**config.mk**
```make
export PLATFORM = sky130hd
export DESIGN_NAME = utf8_decoder_with_replacement
export DESIGN_NICKNAME = d
export VERILOG_FILES = /design/src/utf8d_pkg.sv /design/src/utf8d_window.sv /design/src/utf8d_decode_unit.sv /design/src/utf8_decoder_with_replacement.sv
export VERILOG_INCLUDE_DIRS = /design/src /design/src/src
export SDC_FILE = /design/constraint.sdc
export NUM_CORES = 1
export LEC_CHECK = 0
export ABC_AREA = 1
export ABC_CLOCK_PERIOD_IN_PS = 3750
export BUFFER_PORTS_ARGS = -buffer_cell sky130_fd_sc_hd__buf_2
export CORE_MARGIN = 2
export CORE_UTILIZATION = 55
export CTS_CLUSTER_SIZE = 20
export DETAILED_ROUTE_END_ITERATION = 10
export PLACE_DENSITY = 0.74
export SETUP_SLACK_MARGIN = 0.02
export SLEW_MARGIN = 0
export SYNTH_ARGS = -nofsm -noshare
export SYNTH_HDL_FRONTEND = slang
export SYNTH_SLANG_ARGS = --single-unit
```
**constraint.sdc**
```tcl
create_clock -name clk -period 3.75 [get_ports clk]
set_input_delay 0.375 -clock clk [delete_from_list [all_inputs] [get_ports clk]]
set_output_delay 0.375 -clock clk [all_outputs]
set_load 0.005 [all_outputs]
```
**src/utf8_decoder_with_replacement_macros.svh**
```systemverilog
// Assertion macros shared by the UTF-8 decoder RTL.
// Users must have clk and rst_n in scope; no other dependencies.
`ifndef UTF8_DECODER_WITH_REPLACEMENT_MACROS_SVH
`define UTF8_DECODER_WITH_REPLACEMENT_MACROS_SVH

// Property checked at every clock edge outside of reset.
`define U8D_ASSERT(lbl, prop, msg) \
  lbl: assert property (@(posedge clk) disable iff (!rst_n) prop) else $error(msg);

// Condition in one cycle implies a consequence in the next cycle.
`define U8D_ASSERT_NEXT(lbl, pre, post, msg) \
  lbl: assert property (@(posedge clk) disable iff (!rst_n) (pre) |=> (post)) else $error(msg);

`endif

```
**src/utf8d_pkg.sv**
```systemverilog
// Shared types and constants for the UTF-8 decoder with replacement.
// No dependencies; used by every module of the decoder.
`timescale 1ns / 1ps
`default_nettype none

package utf8d_pkg;

  localparam int WIN_DEPTH = 4;
  localparam int FILL_W    = 3;
  localparam int CP_W      = 21;

  localparam logic [CP_W-1:0] REPL_CP      = 21'h00FFFD;
  localparam logic [CP_W-1:0] CP_MAX       = 21'h10FFFF;
  localparam logic [CP_W-1:0] SURR_LO      = 21'h00D800;
  localparam logic [CP_W-1:0] SURR_HI      = 21'h00DFFF;
  localparam logic [CP_W-1:0] MIN_2BYTE    = 21'h000080;
  localparam logic [CP_W-1:0] MIN_3BYTE    = 21'h000800;
  localparam logic [CP_W-1:0] MIN_4BYTE    = 21'h010000;

  localparam logic [7:0] MASK_CONT  = 8'hC0;
  localparam logic [7:0] PAT_CONT   = 8'h80;
  localparam logic [7:0] MASK_LEAD2 = 8'hE0;
  localparam logic [7:0] PAT_LEAD2  = 8'hC0;
  localparam logic [7:0] MASK_LEAD3 = 8'hF0;
  localparam logic [7:0] PAT_LEAD3  = 8'hE0;
  localparam logic [7:0] MASK_LEAD4 = 8'hF8;
  localparam logic [7:0] PAT_LEAD4  = 8'hF0;
  localparam logic [7:0] ASCII_LIM  = 8'h80;

  typedef logic [WIN_DEPTH-1:0][7:0] win_bytes_t;

  typedef enum logic [1:0] {
    ACT_EMPTY,
    ACT_WAIT,
    ACT_HALT,
    ACT_EMIT
  } dec_act_t;

  typedef struct packed {
    dec_act_t          act;
    logic [CP_W-1:0]   cp;
    logic              repl;
    logic [FILL_W-1:0] drop;
  } dec_res_t;

  typedef struct packed {
    logic              append;
    logic [7:0]        data;
    logic              drop;
    logic [FILL_W-1:0] drop_cnt;
    logic              clear;
  } win_ctl_t;

  typedef enum logic [1:0] {
    ST_IDLE,
    ST_RUN,
    ST_FLUSH
  } state_t;

endpackage

`default_nettype wire

```
**src/utf8d_window.sv**
```systemverilog
// Four-byte window that buffers an incomplete UTF-8 sequence.
// Depends on utf8d_pkg for the window and control types.
`timescale 1ns / 1ps
`default_nettype none

module utf8d_window (
  input  wire logic                       clk,
  input  wire logic                       rst_n,
  input  wire utf8d_pkg::win_ctl_t        ctl,
  output utf8d_pkg::win_bytes_t           bytes,
  output logic [utf8d_pkg::FILL_W-1:0]    fill
);

  utf8d_pkg::win_bytes_t          bytes_r;
  utf8d_pkg::win_bytes_t          bytes_nxt;
  logic [utf8d_pkg::FILL_W-1:0]   fill_r;
  logic [utf8d_pkg::FILL_W-1:0]   fill_nxt;

  always_comb begin
    logic [3:0] idx;
    bytes_nxt = bytes_r;
    fill_nxt  = fill_r;
    idx       = '0;
    if (ctl.clear) begin
      fill_nxt = '0;
    end else if (ctl.append) begin
      if (fill_r < utf8d_pkg::FILL_W'(utf8d_pkg::WIN_DEPTH)) begin
        bytes_nxt[fill_r[1:0]] = ctl.data;
        fill_nxt = fill_r + 1'b1;
      end
    end else if (ctl.drop) begin
      // Shift the remaining bytes toward the front.
      for (int j = 0; j < utf8d_pkg::WIN_DEPTH; j++) begin
        idx = 4'(j) + {1'b0, ctl.drop_cnt};
        if (idx < 4'(utf8d_pkg::WIN_DEPTH)) begin
          bytes_nxt[j] = bytes_r[idx[1:0]];
        end
      end
      fill_nxt = fill_r - ctl.drop_cnt;
    end
  end

  always_ff @(posedge clk) begin
    if (!rst_n) begin
      fill_r <= '0;
    end else begin
      fill_r <= fill_nxt;
    end
  end

  always_ff @(posedge clk) begin
    bytes_r <= bytes_nxt;
  end

  assign bytes = bytes_r;
  assign fill  = fill_r;

endmodule

`default_nettype wire

```
**src/utf8d_decode_unit.sv**
```systemverilog
// Shared decode step: examines the front of the byte window and decides
// one action. Depends on utf8d_pkg for types and constants.
`timescale 1ns / 1ps
`default_nettype none

module utf8d_decode_unit (
  input  wire utf8d_pkg::win_bytes_t         bytes,
  input  wire logic [utf8d_pkg::FILL_W-1:0]  fill,
  output utf8d_pkg::dec_res_t                res
);

  always_comb begin
    logic [7:0]                   b0;
    logic [7:0]                   bx;
    logic [utf8d_pkg::FILL_W-1:0] need;
    logic [utf8d_pkg::CP_W-1:0]   cp;
    logic [utf8d_pkg::CP_W-1:0]   lo;
    logic                         bad;
    logic                         nul;
    logic                         done;

    b0   = bytes[0];
    bx   = '0;
    need = '0;
    cp   = '0;
    lo   = '0;
    bad  = 1'b0;
    nul  = 1'b0;
    done = 1'b0;
    res  = '{act: utf8d_pkg::ACT_EMPTY, cp: '0, repl: 1'b0, drop: '0};

    if (fill == '0) begin
      res.act = utf8d_pkg::ACT_EMPTY;
    end else if (b0 == 8'h00) begin
      res.act = utf8d_pkg::ACT_HALT;
    end else if (b0 < utf8d_pkg::ASCII_LIM) begin
      res = '{act: utf8d_pkg::ACT_EMIT, cp: {13'd0, b0}, repl: 1'b0, drop: 3'd1};
    end else begin
      if ((b0 & utf8d_pkg::MASK_LEAD2) == utf8d_pkg::PAT_LEAD2) begin
        need = 3'd2;
        lo   = utf8d_pkg::MIN_2BYTE;
        cp   = {10'd0, b0[4:0], bytes[1][5:0]};
      end else if ((b0 & utf8d_pkg::MASK_LEAD3) == utf8d_pkg::PAT_LEAD3) begin
        need = 3'd3;
        lo   = utf8d_pkg::MIN_3BYTE;
        cp   = {5'd0, b0[3:0], bytes[1][5:0], bytes[2][5:0]};
      end else if ((b0 & utf8d_pkg::MASK_LEAD4) == utf8d_pkg::PAT_LEAD4) begin
        need = 3'd4;
        lo   = utf8d_pkg::MIN_4BYTE;
        cp   = {b0[2:0], bytes[1][5:0], bytes[2][5:0], bytes[3][5:0]};
      end

      if (need == '0) begin
        // Stray continuation byte or a lead byte that is never valid.
        res = '{act: utf8d_pkg::ACT_EMIT, cp: utf8d_pkg::REPL_CP, repl: 1'b1, drop: 3'd1};
      end else if (fill < need) begin
        res.act = utf8d_pkg::ACT_WAIT;
      end else begin
        // The first NUL or non-continuation byte, in order, decides.
        for (int k = 1; k < utf8d_pkg::WIN_DEPTH; k++) begin
          bx = bytes[k];
          if (!done && (3'(k) < need)) begin
            if (bx == 8'h00) begin
              nul  = 1'b1;
              done = 1'b1;
            end else if ((bx & utf8d_pkg::MASK_CONT) != utf8d_pkg::PAT_CONT) begin
              bad  = 1'b1;
              done = 1'b1;
            end
          end
        end
        if (!bad && ((cp < lo) || (cp > utf8d_pkg::CP_MAX) ||
                     ((cp >= utf8d_pkg::SURR_LO) && (cp <= utf8d_pkg::SURR_HI)))) begin
          bad = 1'b1;
        end
        if (nul) begin
          res.act = utf8d_pkg::ACT_HALT;
        end else if (bad) begin
          res = '{act: utf8d_pkg::ACT_EMIT, cp: utf8d_pkg::REPL_CP, repl: 1'b1,
                  drop: 3'd1};
        end else begin
          res = '{act: utf8d_pkg::ACT_EMIT, cp: cp, repl: 1'b0, drop: need};
        end
      end
    end
  end

endmodule

`default_nettype wire

```
**src/utf8_decoder_with_replacement.sv**
```systemverilog
// An ASCII byte passes from the window through the pending slot to the output register, under the
// sequencer states idle, run and flush. A new byte is taken only in the idle state, so each byte
// is decoded to its code points before the next one is accepted; the single decode unit is used
// once per code point under the sequencer.
// A stalled output register holds the sequencer whenever a word must be handed over.
// Reset (rst_n, synchronous, active low) empties the window and clears the stop flag,
// the pending slot and the output valid; buffered byte values are left as they are.
`timescale 1ns / 1ps
`default_nettype none
`include "utf8_decoder_with_replacement_macros.svh"

module utf8_decoder_with_replacement (
  input  wire logic                         clk,
  input  wire logic                         rst_n,
  // Byte input channel.
  input  wire logic                         in_valid,
  output logic                              in_stall,
  input  wire logic [7:0]                   in_text_byte,
  input  wire logic                         in_final_byte,
  // Code point output channel.
  output logic                              out_valid,
  input  wire logic                         out_stall,
  output logic [utf8d_pkg::CP_W-1:0]        out_code_point,
  output logic                              out_replaced,
  output logic                              out_has_char,
  output logic                              out_end_of_text,
  output logic                              out_last_in_run
);

  // Sequencer state.
  utf8d_pkg::state_t              state_r, state_nxt;
  logic                           fin_r, fin_nxt;
  logic                           stopped_r, stopped_nxt;

  // One decoded code point is parked here until we know whether it is the
  // last word caused by the current byte; only then are its flags final.
  logic                           pend_valid_r, pend_valid_nxt;
  logic [utf8d_pkg::CP_W-1:0]     pend_cp_r, pend_cp_nxt;
  logic                           pend_repl_r, pend_repl_nxt;

  // Output register, which separates the sequencer from the output stall.
  logic                           out_valid_r;
  logic [utf8d_pkg::CP_W-1:0]     out_cp_r;
  logic                           out_repl_r;
  logic                           out_has_r;
  logic                           out_eot_r;
  logic                           out_last_r;

  logic                           out_load;
  logic [utf8d_pkg::CP_W-1:0]     load_cp;
  logic                           load_repl;
  logic                           load_has;
  logic                           load_eot;
  logic                           load_last;
  logic                           out_free;

  utf8d_pkg::win_ctl_t            win_ctl;
  utf8d_pkg::win_bytes_t          win_bytes;
  logic [utf8d_pkg::FILL_W-1:0]   win_fill;
  utf8d_pkg::dec_res_t            dec;

  utf8d_window u_window (
    .clk   (clk),
    .rst_n (rst_n),
    .ctl   (win_ctl),
    .bytes (win_bytes),
    .fill  (win_fill)
  );

  utf8d_decode_unit u_decode (
    .bytes (win_bytes),
    .fill  (win_fill),
    .res   (dec)
  );

  // The output register can take a word when it is empty or being drained.
  assign out_free = !out_valid_r || !out_stall;
  assign in_stall = (state_r != utf8d_pkg::ST_IDLE);

  always_ff @(posedge clk) begin
    if (!rst_n) begin
      state_r      <= utf8d_pkg::ST_IDLE;
      fin_r        <= 1'b0;
      stopped_r    <= 1'b0;
      pend_valid_r <= 1'b0;
    end else begin
      state_r      <= state_nxt;
      fin_r        <= fin_nxt;
      stopped_r    <= stopped_nxt;
      pend_valid_r <= pend_valid_nxt;
    end
  end

  always_ff @(posedge clk) begin
    pend_cp_r   <= pend_cp_nxt;
    pend_repl_r <= pend_repl_nxt;
  end

  // Next state, window control and output loading.
  always_comb begin
    state_nxt      = state_r;
    fin_nxt        = fin_r;
    stopped_nxt    = stopped_r;
    pend_valid_nxt = pend_valid_r;
    pend_cp_nxt    = pend_cp_r;
    pend_repl_nxt  = pend_repl_r;
    win_ctl        = '0;
    win_ctl.data   = in_text_byte;
    out_load       = 1'b0;
    load_cp        = pend_cp_r;
    load_repl      = pend_repl_r;
    load_has       = 1'b1;
    load_eot       = 1'b0;
    load_last      = 1'b0;

    case (state_r)
      utf8d_pkg::ST_IDLE: begin
        if (in_valid) begin
          fin_nxt = in_final_byte;
          if (stopped_r) begin
            // Bytes after a stop are dropped; the final byte still closes the text.
            if (in_final_byte) begin
              state_nxt = utf8d_pkg::ST_FLUSH;
            end
          end else begin
            win_ctl.append = 1'b1;
            state_nxt      = utf8d_pkg::ST_RUN;
          end
        end
      end

      utf8d_pkg::ST_RUN: begin
        case (dec.act)
          utf8d_pkg::ACT_EMIT: begin
            // A new code point pushes the parked one out as a non-final word.
            if (!pend_valid_r || out_free) begin
              out_load         = pend_valid_r;
              pend_valid_nxt   = 1'b1;
              pend_cp_nxt      = dec.cp;
              pend_repl_nxt    = dec.repl;
              win_ctl.drop     = 1'b1;
              win_ctl.drop_cnt = dec.drop;
            end
          end
          utf8d_pkg::ACT_HALT: begin
            win_ctl.clear = 1'b1;
            stopped_nxt   = 1'b1;
            state_nxt     = utf8d_pkg::ST_FLUSH;
          end
          utf8d_pkg::ACT_WAIT: begin
            // An incomplete sequence at the end of the text stops decoding.
            if (fin_r) begin
              win_ctl.clear = 1'b1;
              stopped_nxt   = 1'b1;
            end
            state_nxt = utf8d_pkg::ST_FLUSH;
          end
          default: begin
            state_nxt = utf8d_pkg::ST_FLUSH;
          end
        endcase
      end

      utf8d_pkg::ST_FLUSH: begin
        if (pend_valid_r || fin_r) begin
          if (out_free) begin
            // The parked code point is the last word of this byte; with no
            // code point at all, the final byte gives a bare end marker.
            out_load       = 1'b1;
            load_cp        = pend_valid_r ? pend_cp_r : '0;
            load_repl      = pend_valid_r & pend_repl_r;
            load_has       = pend_valid_r;
            load_eot       = fin_r;
            load_last      = 1'b1;
            pend_valid_nxt = 1'b0;
            if (fin_r) begin
              win_ctl.clear = 1'b1;
              stopped_nxt   = 1'b0;
              fin_nxt       = 1'b0;
            end
            state_nxt = utf8d_pkg::ST_IDLE;
          end
        end else begin
          state_nxt = utf8d_pkg::ST_IDLE;
        end
      end

      default: begin
        state_nxt = utf8d_pkg::ST_IDLE;
      end
    endcase
  end

  always_ff @(posedge clk) begin
    if (!rst_n) begin
      out_valid_r <= 1'b0;
    end else if (out_load) begin
      out_valid_r <= 1'b1;
    end else if (!out_stall) begin
      out_valid_r <= 1'b0;
    end
  end

  always_ff @(posedge clk) begin
    if (out_load) begin
      out_cp_r   <= load_cp;
      out_repl_r <= load_repl;
      out_has_r  <= load_has;
      out_eot_r  <= load_eot;
      out_last_r <= load_last;
    end
  end

  assign out_valid       = out_valid_r;
  assign out_code_point  = out_cp_r;
  assign out_replaced    = out_repl_r;
  assign out_has_char    = out_has_r;
  assign out_end_of_text = out_eot_r;
  assign out_last_in_run = out_last_r;

  // Once stopped, nothing may remain buffered in the window.
  `U8D_ASSERT(a_stop_empty, stopped_r |-> (win_fill == '0), "window not empty while stopped")
  // The parked code point never survives into the idle state.
  `U8D_ASSERT(a_pend_idle, pend_valid_r |-> (state_r != utf8d_pkg::ST_IDLE), "pending word lost")
  // The decode step never consumes more bytes than are buffered.
  `U8D_ASSERT(a_drop_fill,
              (dec.act == utf8d_pkg::ACT_EMIT) |-> (dec.drop <= win_fill),
              "drop exceeds fill")
  // A flush that finds the output free hands the parked word over.
  `U8D_ASSERT_NEXT(a_flush_done,
                   (state_r == utf8d_pkg::ST_FLUSH) && out_free,
                   !pend_valid_r && (state_r == utf8d_pkg::ST_IDLE),
                   "flush did not complete")

endmodule

`default_nettype wire

```
==> results of run 1 <==
## worst max-delay path: stages, from the launching register on
cell	delay (ps)
edfxtp_1	500
inv_2	110
nor2_4	140
nand2_4	90
ha_4	230
a21oi_2	150
nand2_2	80
inv_2	60
o211ai_1	120
inv_1	110
ha_2	190
nand2_2	70
inv_2	60
nand2_4	60
nor2_4	190
nand3_4	120
buf_6	140
nor2_4	90
nand4_1	290
o21ai_1	340
a21oi_1	90
buf_4	230
## worst paths after layout
| check | from | to | slack, ps | cells after the start |
|---|---|---|---|---|
| worst max-delay path | u_window.bytes[4] | u_window.bytes[2] | 20 | 21 |
| worst max register to register | u_window.bytes[4] | u_window.bytes[2] | 20 | 21 |
| worst min-delay path | in_final_byte | fin_r | 260 | 3 |
| worst min register to register | pend_valid_r | pend_valid_r | 490 | 2 |
## routing by layer
metal  part of all wire  track usage  wire length (um)  up-vias
met5                  0            0                 0        -
met4              0.050        0.152               809        0
met3              0.074       0.0437              1200       57
met2               0.48        0.492              7730      269
met1               0.40        0.369              6490     2483
li1                   -            -                 -     2570
## placed cells by master (no fill, tap or decap), types with 3 or more instances in the layout
cell type,netlist,routed
o221ai_1,11,11
nand2_2,8,10
ha_1,14,9
buf_4,6,57
o21ai_2,2,5
o21ai_0,32,27
a21oi_1,14,12
o211ai_1,6,6
edfxtp_1,79,79
nand3_2,1,3
buf_12,0,3
inv_1,115,107
clkbuf_8,0,9
dfxtp_1,9,9
buf_6,3,4
nor2_2,6,4
nand2_4,2,4
o21ai_1,2,4
nor2_1,51,47
inv_2,9,15
nand3_1,122,119
buf_2,1,39
nor2_4,3,9
nor3_1,7,6
nand2_1,170,166
nand4_1,8,8
ha_4,0,3
clkinv_4,0,3
## metrics by stage
stage	util	instances	worst slack, ps	setup TNS (ps)
2_1_floorplan	-	710	31.8	0
3_3_place_gp	0.630	901	-17.3	-151
3_5_place_dp	0.630	901	-126	-2920
4_1_cts	0.659	924	18.0	0
5_1_grt	0.691	946	-147	-3290
6_report	0.691	946	20.8	0
## synthesized netlist by cell type (7+ instances only)
library cell | instances | share of area
a21oi_1 | 14 | 0.013
dfxtp_1 | 9 | 0.032
edfxtp_1 | 79 | 0.42
ha_1 | 14 | 0.031
inv_1 | 115 | 0.077
inv_2 | 9 | 0.0060
nand2_1 | 170 | 0.11
nand2_2 | 8 | 0.0089
nand3_1 | 122 | 0.11
nand4_1 | 8 | 0.0089
nor2_1 | 51 | 0.034
nor3_1 | 7 | 0.0063
o21ai_0 | 32 | 0.029
o221ai_1 | 11 | 0.017
## cells by family (layout without fill, tap and decap cells)
| kind of cell | count (synthesis) | in the layout | synth area share |
|---|---|---|---|
| buffers and inverters | 143 | 246 | 0.104 |
| AO/OA/AOI/OAI | 80 | 80 | 0.0940 |
| AND/OR/NAND/NOR | 384 | 384 | 0.312 |
| flip-flops | 88 | 88 | 0.455 |
| adder cells (fa/ha/maj) | 15 | 15 | 0.0348 |
## final cells by class
cell class | count | area, um^2
repair inverters | 1 | 5.00
multi-input cells | 479 | 2630
clock inverters | 7 | 103
fillers | 821 | 3030
inverters | 126 | 482
well taps | 133 | 166
flip-flops and latches | 88 | 2550
clock buffers | 9 | 124
repair buffers | 103 | 728
## power by group
| group | internal (mW) | switching (mW) | leakage, nW | total [mW] |
|---|---|---|---|---|
| Clock | 0.382 | 0.377 | 0.110 | 0.759 |
| Combinational | 0.975 | 1.83 | 2.21 | 2.81 |
| Sequential | 1.45 | 0.167 | 0.810 | 1.61 |
## flip-flops by register name, indices dropped and copies added (netlist names)
| signal | count |
|---|---|
| out_replaced | 1 |
| u_window.bytes | 32 |
| out_last_in_run | 1 |
| u_window.fill | 3 |
| pend_repl_r | 1 |
| out_has_char | 1 |
| state_r | 2 |
| pend_cp_r | 21 |
| out_valid | 1 |
| pend_valid_r | 1 |
| out_code_point | 21 |
| stopped_r | 1 |
| fin_r | 1 |
| out_end_of_text | 1 |
## repair_timing
item	4_1_cts	5_1_grt
pin swaps	7	21
cloned	0	1
setup buffers	7	21
hold buffers	0	0
setup endpoints to repair	64	65
gates resized for setup	5	37
==> impl_metrics.yaml, run 1 <==
synth:
  mappedNetlistNets: 738
  asyncSetResetFlopFracSynth: 0
  synth_edf_count: 79
  synth.distinct_cells: 45
  yosysWarnings: 0
  netlist_area_um2: 5600
  syn-mean-instance-area_um2: 7.89
  yosys_register_bits: 88
  synth_sequential_area_ratio: 0.455
  ys.flop_type: "edfxtp_1"
  postSynthCellCount: 710
hold_path:
  worst_hold_path_type: "primary input to flip-flop"
worst_setup_path:
  worstSetupPathType: "flip-flop to flip-flop"
  cp_data_arrival_time_ps: 3870
  path_max_fanout: 8
  endpoint_kind: "flip-flop"
  data_required_critical_path_ps: 3890
  critical_path.startpoint_type: "flip-flop"
global_route:
  groute.usage.overall: 0.294
  gr-total-overflow: 0
  grt_pass1_vias: 4914
  grt_start_max_net_pins: 35
  grt_first_pass_wirelength_um: 25000
  initial_antenna_violation_count: 0
route:
  drc: 0
  dr.pass1.iters: 5
  drt.antenna.violating_nets: 0
  dr.first_iter.drc_count: 401
  route.detailed.vias_per_inst: 5.69
  wl_per_cell_um: 17.2
  vias: 5379
  wl_um: 16200
run:
  maxCapViolCount: 0
clock_network:
  tritoncts.num_buffers: 9
  clk_pin_slew_worst_paths_ps: 100
  worst_skew_pair.late_latency_ps: 380
  tritoncts: "built"
  numClockSinks: 88
  cts_root_buf: "clkbuf_8"
  cts.path.max_buffers: 2
  htreeDepth: 3
timing:
  drv_slew: 0
  fmax_mhz: 268
  report.final.hold_viol_count: 0
  skew_ps: 17.9
  unrepaired_setup_endpoints_after_global_routing: "true"
  worst_hold_slack_ps: 261
  count_of_final_setup_violators: 0
  tightest_slew_ps: 1070
  worst_slew_slack_as_a_fraction_of_its_limit: 0.288
  final.min_clock_period_ps: 3730
  final_min_period_over_clock_period: 0.994
status:
  outcome: "finished clean"
final_layout:
  nNetsFinal: 836
  drive_gt1_frac: 0.234
  fin_area_um2: 6790
  n_antenna_cell: 0
  syn2layout_area_growth_pct: 21.1
die:
  dieArea_um2: 11000
  floorplan.core_area_um2: 9820
  die_w_um: 105
  initial_core_util: 0.571
  ios: 40
  die_h_um: 105
  core.rowCount: 36
pwr:
  vdd_drop_max_mv: 0.421
  p_leak_nw: 3.14
  powerDensity_nw_per_um2: 763
  post_route_total_power_mw: 5.18
placement:
  dpl-instance-area_um2: 6180
  portBuffers: 39
  place.gp.congestion: 1.01
  hpwlAfterDp_um: 11600
Note: power is estimated with default switching activity, not from simulation.
==> run 2, diff against run 1 <==
- ABC_AREA: 1 -> unset
==> impl_metrics.yaml, run 2 <==
clock_network:
  htreeDepth: 3
  cts.path.max_buffers: 2
  clk_pin_slew_worst_paths_ps: 90
  numClockSinks: 88
  tritoncts.num_buffers: 9
  tritoncts: "built"
  cts_root_buf: "clkbuf_8"
  ctsHoldBuffers: 0
  worst_skew_pair.late_latency_ps: 390
synth:
  yosys.area_share.xor_xnor: 0.00472
  syn-mean-instance-area_um2: 10.3
  post_synth_main_area_contributors: "edfxtp_1 43%, mux2i_1 8.6%, nand2_1 3.4%, nor2b_1 3.3%, dfxtp_1 3.2%"
  dominant_combinational_cell_family_by_area_after_synthesis: "simple AND/OR/NAND/NOR gates"
  synth.top_cells.by_count: "79 x edfxtp_1, 50 x nand2_1, 48 x mux2i_1"
  synth.distinct_cells: 67
  mappedNetlistNets: 568
  synth_edf_count: 79
  synth_sequential_area_ratio: 0.458
  yosys_register_bits: 88
  yosys.cell_count.top_type: "edfxtp_1"
  fraction_of_the_mapped_netlist_area_in_compound_gates: 0.178
  netlist.area_leader.share: 0.426
  synthAdderAreaFrac: 0.0350
  netlist_area_um2: 5570
  postSynthCellCount: 540
  yosys.area_share.simple: 0.182
  ys.flop_type: "edfxtp_1"
  asyncSetResetFlopFracSynth: 0
  yosysWarnings: 0
  synth_mux_area_frac: 0.0923
  post-synth-top-area-cell: "edfxtp_1"
pwr:
  power_switching_mw: 1.82
  vdd_drop_max_mv: 0.388
  post_route_total_power_mw: 4.45
  powerDensity_nw_per_um2: 615
  p_int_mw: 2.64
  power.share.clock: 0.156
  power.switching_fraction: 0.408
  p_seq_frac: 0.334
  combinational_share_of_power: 0.510
  p_leak_nw: 2.88
route:
  dr.first_iter.drc_count: 290
  dr.pass1.iters: 5
  vias: 4822
  wl_per_cell_um: 19.0
  wl_um: 15300
  drc: 0
  route.detailed.vias_per_inst: 5.98
  drt.antenna.violating_nets: 0
placement:
  place.gp.congestion: 0.972
  hpwlAfterDp_um: 10900
  dpl.cell_count: 765
  portBuffers: 39
  place_worst_setup_slack_ps: -484
global_route:
  initial_antenna_violation_count: 0
  grt_start_max_net_pins: 28
  groute.layer.met1.usage: 0.364
  gr-total-overflow: 0
  groute.usage.overall: 0.284
  grtUsageMet2: 0.487
  grt_pass1_vias: 4668
  busiest_layer: "met2"
  grtUsageMet3: 0.0561
  grt_first_pass_wirelength_um: 24200
final_layout:
  n_antenna_cell: 0
  largest_register_ff_count: 32
  nNetsFinal: 697
  drive_gt1_frac: 0.347
  syn2layout_area_growth_pct: 30.0
  final_common_cell: "buf_4"
  layout_common_cells: "97 x buf_4, 79 x edfxtp_1, 46 x mux2i_1"
  fillers: 707
  layoutNonFillerInstCount: 807
  multiInputGateArea_um2: 2980
  sequential_cell_area_um2: 2550
timing:
  worst_slew_slack_as_a_fraction_of_its_limit: 0.236
  report.final.hold_viol_count: 0
  final_min_period_over_clock_period: 1.13
  setup_ws_ps: -486
  drv_slew: 0
  final.min_clock_period_ps: 4240
  unrepaired_setup_endpoints_after_global_routing: "true"
  tightest_slew_ps: 1140
  skew_ps: 17.2
  fmax_mhz: 236
  count_of_final_setup_violators: 65
die:
  dieArea_um2: 11000
  die_h_um: 105
  ios: 40
  initial_core_util: 0.567
  floorplan.core_area_um2: 9820
  core.rowCount: 36
  die_w_um: 105
status:
  outcome: "finished, violations left"
  failed_checks: "setup timing"
worst_setup_path:
  endpoint_kind: "flip-flop"
  cp_data_arrival_time_ps: 4540
  crit_path_frequent_cell: "nand2_4"
  worstPathCellList: "buf_6, nand2_4, nand2_4, ha_4, or3_4, o21ai_4, a21oi_4, a21oi_2, ha_2, nand2_2, inv_2, nand2_2, or4b_4, or3_4, inv_4, ha_4, nand2_4, fa_2, nand4_1, o31ai_1, mux2_4, nor4_2"
  path_max_fanout: 3
  max_stage_delay_ps: 530
  data_required_critical_path_ps: 4060
  critical_path.startpoint_type: "flip-flop"
  timing.critical_path.slowest_stage_cell: "or4b_4"
  worstSetupPathType: "flip-flop to flip-flop"
run:
  maxCapViolCount: 0
hold_path:
  worst_hold_path_type: "primary input to flip-flop"
## run 2: cell type report
type | count | area share
clock inverters | 6 | 0.0102
repair buffers | 154 | 0.172
inverters | 24 | 0.0131
clock buffers | 10 | 0.0176
multi-input cells | 392 | 0.411
well taps | 133 | 0.0230
flip-flops and latches | 88 | 0.352
## run 2: path summary, 6_finish.rpt
check               startpoint               end  slack [ps]  cells past startpoint
min reg2reg          out_valid         out_valid         510                      2
max          u_window.bytes[5]  u_window.fill[2]        -490                     22
max reg2reg  u_window.bytes[5]  u_window.fill[2]        -490                     22
min                  out_stall         out_valid         290                      3
## run 2: metrics by stage
stage	TNS, ps	instance area (um^2)	hold WS, ps	utilization
6_report	-16340	7240	288	0.738
5_1_grt	-26470	7240	293	0.738
4_1_cts	-13640	7130	294	0.726
3_5_place_dp	-12930	6590	500	0.671
3_3_place_gp	-7650	6590	489	0.671
2_1_floorplan	-11270	5740	482	-
## run 2: power by group through the flow
stage	Clock [mW]	Sequential (mW)	Combinational, mW
2_1_floorplan	0	1.48	1.31
3_3_place_gp	0	1.50	2.06
3_5_place_dp	0	1.51	2.10
4_1_cts	0.695	1.47	2.18
5_1_grt	0.743	1.50	2.44
6_report	0.695	1.49	2.27
## run 2: cell families (layout without fill, tap and decap cells)
| group | count (synthesis) | in the layout |
|---|---|---|
| DFF | 88 | 88 |
| xor gates and xnor gates | 3 | 3 |
| adders and majority gates | 15 | 15 |
| muxes | 51 | 51 |
| AOI/OAI and AO/OA | 141 | 141 |
| buffers and inverters | 60 | 194 |
| and+or+nand+nor | 182 | 182 |
## run 2: worst max-delay path: cells and delay by family, from the launching register on
family	cells	cell delay, ps
and+or+nand+nor	10	1810
DFF	1	440
adders and majority gates	4	950
buffers and inverters	3	290
muxes	1	280
AOI/OAI and AO/OA	4	400
## run 2: routing by layer
layer / wire length [um] / vias to the layer above
li1: - / 2292
met3: 1080 / 31
met4: 298 / 0
met5: 0 / -
met1: 6360 / 2270
met2: 7600 / 229
## run 2: what timing repair did
action                     CTS  global route
resized for setup           18            17
gates cloned                 3             0
setup buffers               19             6
setup endpoints to repair   66            66
pin swaps                   17            17
